`config.mk`:
```
export PLATFORM = sky130hd
export DESIGN_NAME = hcbp_ram
export DESIGN_NICKNAME = d
export VERILOG_FILES = /design/src/rtl/hcbp_ram.sv
export SDC_FILE = /design/constraint.sdc
export NUM_CORES = 1
export LEC_CHECK = 0
export ABC_AREA = 1
export BUFFER_PORTS_ARGS = -buffer_cell sky130_fd_sc_hd__buf_2
export CAP_MARGIN = 10
export CORE_MARGIN = 10
export CORE_UTILIZATION = 40
export DETAILED_ROUTE_END_ITERATION = 7
export SETUP_SLACK_MARGIN = 0.15
export SLEW_MARGIN = 20
export SYNTH_ARGS = -nofsm -noshare
export SYNTH_HDL_FRONTEND = slang
export SYNTH_SLANG_ARGS = --single-unit
```
`constraint.sdc`:
```
create_clock -name clock -period 1.3 [get_ports clock]
set_input_delay 0.26 -clock clock [delete_from_list [all_inputs] [get_ports clock]]
set_output_delay 0.26 -clock clock [all_outputs]
set_load 0.01 [all_outputs]
```
`src/rtl/hcbp_ram.sv`:
```
// Generic single-write, single-read RAM with a registered read port.
// No dependencies.
module hcbp_ram #(
   parameter int WIDTH = 8,
   parameter int DEPTH = 16
) (
   input  logic                       clock,
   input  logic                       we,
   input  logic [$clog2(DEPTH)-1:0]   waddr,
   input  logic [WIDTH-1:0]           wdata,
   input  logic                       re,
   input  logic [$clog2(DEPTH)-1:0]   raddr,
   output logic [WIDTH-1:0]           rdata
);
   logic [WIDTH-1:0] mem_ff [DEPTH];
   logic [WIDTH-1:0] rdata_ff;

   always_ff @(posedge clock) begin
      if (we) begin
         mem_ff[waddr] <= wdata;
      end
      if (re) begin
         rdata_ff <= mem_ff[raddr];
      end
   end

   assign rdata = rdata_ff;
endmodule
```
==> results by group, run 1 <==
Timing
  – Setup TNS: 0 ps
  – Final Hold Vio Count: 0
  – Post-route minimum period: 1209 ps
  – Max-slew headroom: 0.7411
  – Pins Over Slew Limit: 0
  – Post-Route Skew: 7.234 ps
  – RSZ-0062 raised after global routing: yes
  – Period utilization: 0.9300
  – Setup violators final: 0
  – Fmax: 0.8271 GHz
  – Worst-Margin Slew: 388.3 ps

Floorplanning
  – Initial Utilization: 0.4054
  – Cell Rows: 44
  – Io pins: 27
  – Die Area: 19850 um2
  – Chip Width: 140.9 um
  – Chip height: 140.9 um
  – Core ar.: 14420 um2

Synthesis
  – Synth Flop Type: edfxtp_1
  – Most frequent cell after synthesis: nand2_1
  – Top cells by area, synth: edfxtp_1, nand2_1, nand3_1
  – Top cells by count, synth: nand2_1, edfxtp_1, inv_1, nand3_1, nor2_1
  – Syn Nets: 570
  – Gate count after technology mapping: 551
  – Yosys reg bits: 136
  – Async set-or-reset flop fraction in the synthesized netlist: 0
  – Post-synthesis sequential area ratio: 0.6985
  – Area leader, netlist: edfxtp_1
  – Syn_area_per_cell: 10.61 um2
  – Mapped cell area: 5847 um2
  – Post-synth EDFFs: 136
  – Yosys top cell area share: 0.6985
  – Cell variety after synth: 11
  – Synth warn: 0

Critical path
  – Crit path required time: 1040 ps
  – Crit path DAT: 950 ps
  – Crit end category: output port
  – CP delay by family, top: flip-flops
  – CP max stage delay: 390 ps
  – CP Launch Type: flop
  – Crit-path slowest cell: edfxtp_1
  – Crit path max fanout: 1
  – CP Class: reg2out
  – CP bufs+invs: 1
  – Worst path cell trace: buf_2

Global routing
  – GR Util All Layers: 0.1353
  – First-pass GRT wire length: 20.68 mm
  – Grt ovf: 0
  – Grt peak-use layer: met2
  – Met2 usage: 0.2160
  – Largest net degree at the start of global routing: 47
  – Met3 GRT Util: 0.02788
  – Met1 Use GR: 0.1727
  – Vias in the first global route: 3893
  – Initial antenna violation count: 0

Finish
  – Share of post-route cells with drive strength above 1: 0.1760
  – Finished Cell Area: 7022 um2
  – Area Overhead vs Synth: 20.09%
  – Antenna cells: 0
  – Fin nets: 618
  – Final core utilization: 0.4868

Pwr
  – Sw Share: 0.2103
  – Leak Pwr: 2.998 nW
  – Logic gate share of total power: 0.070
  – Seq pwr share: 0.508
  – Max VDD drop: 914.3 uV
  – Int Power: 0.007717 W
  – NetSw: 0.002056 W
  – Clk pwr share: 0.422
  – Pwr Density: 1392 nW/um2

Place
  – Port-buffer cells: 26
  – DP Wirelength: 8.562 mm
  – Area after DPL: 6394 um2
  – GPL Wtd Cong: 0.8600

Run
  – MaxCap Viol Count: 0

Run status
  – Status: complete, no violations

Routing
  – First-iteration detailed-routing DRC count: 308
  – Drt wl/cell: 16.68 um
  – Vias per std cell: 4.857
  – Number of detailed-route iterations in the first pass: 5
  – Total number of vias: 3847
  – Routed Antenna Nets: 0
  – DRC violations left: 0
  – Post-Route WL: 13.21 mm

Clock tree
  – Cts hold-fix bufs: 0
  – # clock sinks: 136
  – CTS max path bufs: 2
  – CTS buffer count: 17
  – Depth of the CTS H-tree: 4
  – Worst-skew pair later-pin latency: 400 ps
  – CTS tree: built
  – Clk root buf: clkbuf_16
  – Clock transition at path regs: 50 ps

Hold path
  – HP Class: in2reg
-- cell families (layout without fill, tap and decap cells) --
group | after synthesis | in the layout | share of synthesized area
buf+inv | 126 | 183 | 0.09394
flops | 136 | 136 | 0.6985
simple gates | 289 | 289 | 0.2076
-- per-layer routing --
layer / up-vias / routed length (um)
met4: 0 / 294
met2: 121 / 6296
met5: - / 0
met1: 1828 / 5852
met3: 21 / 769
li1: 1877 / -
-- cell type report --
cell class / count / area (um2)
Sequential cell: 136 / 4084
Timing Repair Buffer: 53 / 470.5
Clock buffer: 21 / 440.4
Clock inverter: 7 / 57.56
Tap cell: 184 / 230.2
Fill cell: 1301 / 7402
Multi-Input combinational cell: 289 / 1354
Inverter: 102 / 385.4
-- power groups by stage --
stage          Clock, W  Sequential [W]  Combinational [W]
2_1_floorplan         0         0.00506           0.000349
3_3_place_gp          0         0.00505           0.000634
3_5_place_dp          0         0.00506           0.000645
4_1_cts         0.00418         0.00497           0.000650
5_1_grt         0.00439         0.00497           0.000759
6_report        0.00412         0.00497           0.000681
-- cell usage in the layout, fill, tap and decap left out --
cell	count
buf_12	11
buf_2	26
buf_4	16
bufinv_16	1
clkbuf_1	4
clkbuf_16	17
clkinv_1	4
clkinv_2	1
clkinvlp_4	1
edfxtp_1	136
inv_1	100
inv_2	1
inv_4	1
nand2_1	170
nand2_2	3
nand3_1	73
nand3_2	24
nand3b_1	2
nor2_1	12
nor2_2	5
-- registers in the layout (all words and copies together), names as in the netlist --
name / flops
mem_ff: 128
rdata: 8
-- metrics by stage --
step | std cells | power (W) | setup WS (ps) | hold WS [ps]
after CTS | 792 | 0.009803 | 73.61 | 196.1
after global routing | 792 | 0.01012 | 57.64 | 203.2
after floorplan | 551 | 0.005414 | 89.16 | 358.9
after detailed placement | 764 | 0.005702 | -228.9 | 621.1
after global placement | 764 | 0.005689 | -209.7 | 622.2
final | 792 | 0.009772 | 90.97 | 199.2
-- final timing paths --
| kind | depth (start not counted) | to | from | slack (ps) |
|---|---|---|---|---|
| setup reg to reg | 6 | rdata[7]$_DFFE_PP_ | mem_ff[5][7]$_DFFE_PP_ | 200 |
| hold reg to reg | 6 | rdata[7]$_DFFE_PP_ | mem_ff[10][7]$_DFFE_PP_ | 740 |
| hold / removal | 1 | rdata[5]$_DFFE_PP_ | re | 200 |
| setup / recovery | 1 | rdata[7] | rdata[7]$_DFFE_PP_ | 90 |
-- repair_timing --
action	4_1_cts	5_1_grt
gates cloned	0	0
setup buffers	0	0
gates resized for setup	1	28
endpoints found under the setup margin	9	15
pin swaps	0	2
Power figures use the tool's default switching activity.
==> run 2: changes to the inputs <==
BUFFER_PORTS_ARGS = -buffer_cell sky130_fd_sc_hd__buf_4   (was -buffer_cell sky130_fd_sc_hd__buf_2)
CORE_ASPECT_RATIO = 1.25   (was not set)
CORE_MARGIN = 2   (was 10)
==> results by group, run 2 (synthesis gave the netlist of run 1 again) <==
Routing
  – Vias per std cell: 4.930 (+1.5%)
  – Routed Antenna Nets: 0 (unchanged)
  – First-iteration detailed-routing DRC count: 297 (-3.6%)
  – Post-Route WL: 13.69 mm (+3.6%)
  – Total number of vias: 3919 (+1.9%)
  – Drt wl/cell: 17.22 um (+3.2%)
  – DRC violations left: 0 (unchanged)
  – Number of detailed-route iterations in the first pass: 5 (unchanged)

Critical path
  – Crit end category: output port
  – Reg2reg start: mem_ff[2][4]$_DFFE_PP_
  – Crit-path slowest cell: edfxtp_1
  – Worst path cell trace: buf_6
  – CP bufs+invs: 1 (unchanged)
  – Crit path required time: 1040 ps (about the same)
  – Reg2Reg Depth: 6 (unchanged)
  – CP delay by family, top: flip-flops
  – Reg2reg setup slack: 180 ps (-20 ps)
  – Crit path DAT: 1020 ps (+70 ps)
  – CP max stage delay: 460 ps (+70 ps)
  – CP Launch Type: flop
  – R2R Path End: rdata[4]$_DFFE_PP_
  – Stages on worst setup path: 1 (unchanged)
  – Crit path max fanout: 1 (unchanged)
  – CP Class: reg2out

Timing
  – Post-Route Skew: 5.235 ps (-1.998 ps)
  – Worst-Margin Slew: 292.7 ps (-95.63 ps)
  – Pins Over Slew Limit: 0 (unchanged)
  – Max-slew headroom: 0.8043 (+0.06321)
  – Period utilization: 0.9866 (+0.05654)
  – Post-route minimum period: 1283 ps (+73.50 ps)
  – RSZ-0062 raised after global routing: yes
  – Setup violators final: 0 (unchanged)
  – Fmax: 0.7797 GHz (-5.7%)
  – Final Hold Vio Count: 0 (unchanged)

Finish
  – Fillers: 1281 (-1.5%)
  – Largest reg by FF count: mem_ff
  – Share of post-route cells with drive strength above 1: 0.1864 (+0.01040)
  – Sequential cell area: 4084 um2 (unchanged)
  – Finished Cell Area: 7206 um2 (+2.6%)
  – Fin nets: 623 (+0.81%)
  – Area Overhead vs Synth: 23.24%
  – Largest register FFs: 128 (unchanged)
  – Final core utilization: 0.5023 (+0.01545)
  – Area occupied by multi-input gates: 1324 um2 (-2.2%)
  – Most frequent cells in the layout: nand2_1, edfxtp_1, inv_1
  – Most common cell after layout, fill and taps aside: nand2_1
  – Antenna cells: 0 (unchanged)

Global routing
  – Largest net degree at the start of global routing: 32 (-32%)
  – Grt ovf: 0 (unchanged)
  – Initial antenna violation count: 0 (unchanged)
  – Vias in the first global route: 3901 (+0.21%)
  – GR Util All Layers: 0.1814 (+0.04617)
  – First-pass GRT wire length: 21.13 mm (+2.2%)

Place
  – Area after DPL: 6501 um2 (+1.7%)
  – GPL Wtd Cong: 0.8068 (-6.2%)
  – DP Wirelength: 9.047 mm (+5.7%)
  – Port-buffer cells: 26 (unchanged)

Clock tree
  – CTS max path bufs: 2 (unchanged)
  – Worst-skew pair later-pin latency: 410 ps (about the same)
  – CTS tree: built
  – Depth of the CTS H-tree: 4 (unchanged)
  – # clock sinks: 136 (unchanged)
  – Clk root buf: clkbuf_16
  – Cts hold-fix bufs: 0 (unchanged)
  – CTS buffer count: 17 (unchanged)
  – Clock transition at path regs: 60 ps (about the same)
  – Post-CTS Setup Repair Bufs: 0 (unchanged)

Floorplanning
  – Chip height: 139.2 um (-1.2%)
  – Initial Utilization: 0.4076 (+0.002192)
  – Core ar.: 14350 um2 (-0.54%)
  – Cell Rows: 49 (+11%)
  – Io pins: 27 (unchanged)
  – Die Area: 15610 um2 (-21%)
  – Chip Width: 112.1 um (-20%)

Hold path
  – Min-delay src: re
  – Hold endpoint: rdata[1]$_DFFE_PP_
  – WHS Path Cells: 1 (unchanged)
  – HP Class: in2reg

Pwr
  – Leak Pwr: 3.081 nW (+2.7%)
  – Pwr Density: 1432 nW/um2 (+2.9%)
  – Max VDD drop: 972.1 uV (+6.3%)

Run
  – MaxCap Viol Count: 0 (unchanged)

Run status
  – Status: complete, no violations
run 2: worst max path at each step:
stage | slack, ps | startpoint | end
floorplan | 90 | waddr[2] | mem_ff[11][0]$_DFFE_PP_
global placement | -190 | raddr[0] | rdata[1]$_DFFE_PP_
detailed placement | -180 | raddr[0] | rdata[1]$_DFFE_PP_
CTS | 10 | rdata[3]$_DFFE_PP_ | rdata[3]
global route | 3 | rdata[2]$_DFFE_PP_ | rdata[2]
finish | 20 | rdata[3]$_DFFE_PP_ | rdata[3]
run 2: cell type report:
cell class / instances / area share
repair buffers: 58 / 0.08543
clock inverters: 15 / 0.02101
multi-input cells: 289 / 0.1837
well taps: 178 / 0.03091
clock buffers: 17 / 0.05904
flip-flops and latches: 136 / 0.5668
inverters: 102 / 0.05313
run 2: stage by stage:
step	hold slack, ps	power, W	cells	TNS, ps	worst slack (ps)
after floorplan	358.9	0.005414	551	0	89.16
after global placement	571.1	0.005754	763	-1106	-192.5
after detailed placement	569.9	0.005764	763	-1112	-175.6
after CTS	139.9	0.01037	795	0	14.22
after global routing	141.7	0.01067	795	0	3.488
final	161.9	0.01032	795	0	17.47
run 2: where the power goes:
part,internal [W],switching [W]
Clock,0.00282,0.00179
Combinational,0.000272,0.000465
Sequential,0.00494,0.0000372
Total,0.00803,0.00229
run 2: layer usage:
metal | routed length, um | track usage
met2 | 7203 | 0.3158
met4 | 578 | 0.1014
met1 | 5420 | 0.2114
met5 | 0 | 0
met3 | 489 | 0.03059
run 2: repair_timing:
item	CTS	global route
hold endpoints to repair	0	0
gates resized for setup	9	19
pin swaps	0	3
setup endpoints to repair	9	15
==> run 3: changes to the inputs <==
CORE_UTILIZATION = 45   (was 40)
==> results by group, run 3 (synthesis gave the netlist of run 1 again) <==
Finish
  – Final core utilization: 0.5644 (+0.06216)
  – Sequential cell area: 4084 um2 (unchanged)
  – Fin cells: 789 (-0.75%)
  – Largest register FFs: 128 (unchanged)
  – Fin nets: 627 (+0.64%)
  – Most common cell after layout, fill and taps aside: nand2_1
  – Most frequent cells in the layout: nand2_1, edfxtp_1, inv_1
  – Largest reg by FF count: mem_ff
  – Antenna cells: 0 (unchanged)
  – Area Overhead vs Synth: 22.23%
  – Area occupied by multi-input gates: 1299 um2 (-1.9%)
  – Share of post-route cells with drive strength above 1: 0.1804 (-0.006031)
  – Fillers: 1062 (-17%)

Global routing
  – First-pass GRT wire length: 19.67 mm (-6.9%)
  – Grt ovf: 0 (unchanged)
  – Largest net degree at the start of global routing: 51 (+59%)
  – GR Util All Layers: 0.1907 (+0.009292)
  – Initial antenna violation count: 0 (unchanged)
  – Vias in the first global route: 3730 (-4.4%)

Timing
  – Post-route minimum period: 1242 ps (-40.91 ps)
  – Min Hold Slack: 164.5 ps (+2.552 ps)
  – Worst-Margin Slew: 346.2 ps (+53.53 ps)
  – Pins Over Slew Limit: 0 (unchanged)
  – Max-slew headroom: 0.7689 (-0.03540)
  – Post-Route Skew: 4.286 ps (-0.9495 ps)
  – Period utilization: 0.9551 (-0.03147)
  – Setup TNS: 0 ps (unchanged)
  – RSZ-0062 raised after global routing: yes
  – Setup violators final: 0 (unchanged)
  – Final Hold Vio Count: 0 (unchanged)
  – Fmax: 0.8054 GHz (+3.3%)

Critical path
  – Crit path max fanout: 1 (unchanged)
  – Crit-path slowest cell: edfxtp_1
  – CP delay by family, top: flip-flops
  – Crit path required time: 1040 ps (about the same)
  – Reg2reg setup slack: 210 ps (+30 ps)
  – CP Launch Type: flop
  – Reg2Reg Depth: 6 (unchanged)
  – CP max stage delay: 430 ps (-30 ps)
  – R2R Path End: rdata[2]$_DFFE_PP_
  – Reg2reg start: mem_ff[5][2]$_DFFE_PP_
  – Worst path cell trace: buf_6
  – CP Class: reg2out
  – Crit end category: output port
  – Crit path DAT: 980 ps (-40 ps)
  – CP bufs+invs: 1 (unchanged)
  – Launch point of the worst path: rdata[0]$_DFFE_PP_
  – Stages on worst setup path: 1 (unchanged)

Floorplanning
  – Die Area: 13930 um2 (-11%)
  – Cell Rows: 46 (-6.1%)
  – Initial Utilization: 0.4618 (+0.05421)
  – Io pins: 27 (unchanged)
  – Chip Width: 106.0 um (-5.5%)
  – Chip height: 131.4 um (-5.6%)
  – Core ar.: 12660 um2 (-12%)

Place
  – DP Wirelength: 8.153 mm (-9.9%)
  – Port-buffer cells: 26 (unchanged)
  – Placed insts: 757 (-0.79%)
  – GPL Wtd Cong: 0.8475 (+5.0%)

Hold path
  – WHS Path Cells: 1 (unchanged)
  – Min-delay src: wdata[7]
  – Hold endpoint: mem_ff[5][7]$_DFFE_PP_
  – HP Class: in2reg

Routing
  – DRC violations left: 0 (unchanged)
  – Total number of vias: 3838 (-2.1%)
  – First-iteration detailed-routing DRC count: 276 (-7.1%)
  – Post-Route WL: 12.32 mm (-10%)
  – Number of detailed-route iterations in the first pass: 5 (unchanged)
  – Vias per std cell: 4.864 (-1.3%)
  – Routed Antenna Nets: 0 (unchanged)
  – Drt wl/cell: 15.62 um (-9.3%)

Clock tree
  – Clock transition at path regs: 50 ps (about the same)
  – Depth of the CTS H-tree: 4 (unchanged)
  – Worst-skew pair later-pin latency: 410 ps (about the same)
  – CTS buffer count: 17 (unchanged)
  – Clk root buf: clkbuf_16
  – # clock sinks: 136 (unchanged)
  – Post-CTS Setup Repair Bufs: 0 (unchanged)
  – Cts hold-fix bufs: 0 (unchanged)
  – CTS max path bufs: 2 (unchanged)
  – CTS tree: built

Pwr
  – Max VDD drop: 909.9 uV (-6.4%)
  – Leak Pwr: 3.076 nW (-0.15%)
  – Pwr Density: 1423 nW/um2 (-0.68%)

Run
  – MaxCap Viol Count: 0 (unchanged)

Run status
  – Status: complete, no violations
-- run 3: cell count changes in the layout (fill, tap and decap cells not counted), sizes merged --
| cell | previous run | this run |
|---|---|---|
| clkinv | 7 | 6 |
| buf | 58 | 62 |
| clkbuf | 17 | 19 |
| inv | 104 | 103 |
-- run 3: power breakdown --
| group | internal, W | switching (W) |
|---|---|---|
| clock network | 0.00280 | 0.00170 |
| logic | 0.000264 | 0.000431 |
| registers | 0.00494 | 0.0000298 |
| total | 0.00801 | 0.00216 |
-- run 3: worst max path at each step --
stage | endpoint | slack, ps
6_report | rdata[0] | 60
5_1_grt | rdata[0] | 20
4_1_cts | rdata[0] | 30
3_5_place_dp | rdata[1]$_DFFE_PP_ | -130
3_3_place_gp | rdata[1]$_DFFE_PP_ | -90
2_1_floorplan | mem_ff[11][0]$_DFFE_PP_ | 90
-- run 3: area by class of cell --
| cell class | instances | share of cell area |
|---|---|---|
| Clock buffer | 19 | 0.06057 |
| Multi-Input combinational cell | 289 | 0.1817 |
| Sequential cell | 136 | 0.5714 |
| Inverter | 102 | 0.05357 |
| Clock inverter | 13 | 0.01821 |
| Tap cell | 168 | 0.02941 |
| Timing Repair Buffer | 62 | 0.08508 |
-- run 3: metrics by stage --
step           worst slack (ps)  cell area (um2)  total power [W]
5_1_grt                   24.17             7147          0.01046
4_1_cts                   30.86             7071          0.01020
6_report                  58.38             7147          0.01017
3_3_place_gp             -88.38             6481         0.005714
2_1_floorplan             89.16             5859         0.005414
3_5_place_dp             -131.9             6481         0.005724
-- run 3: metal layers --
| layer | vias up | share of wire | GRT usage |
|---|---|---|---|
| met5 | - | 0 | 0 |
| met4 | 0 | 0.016 | 0.07602 |
| met3 | 16 | 0.046 | 0.04117 |
| met2 | 97 | 0.51 | 0.3176 |
| met1 | 1832 | 0.43 | 0.2426 |
| li1 | 1893 | - | - |
-- run 3: timing repair --
item                       in CTS  in global routing
setup endpoints to repair       8                 13
pin swaps                       0                  2
resized for setup               7                 16
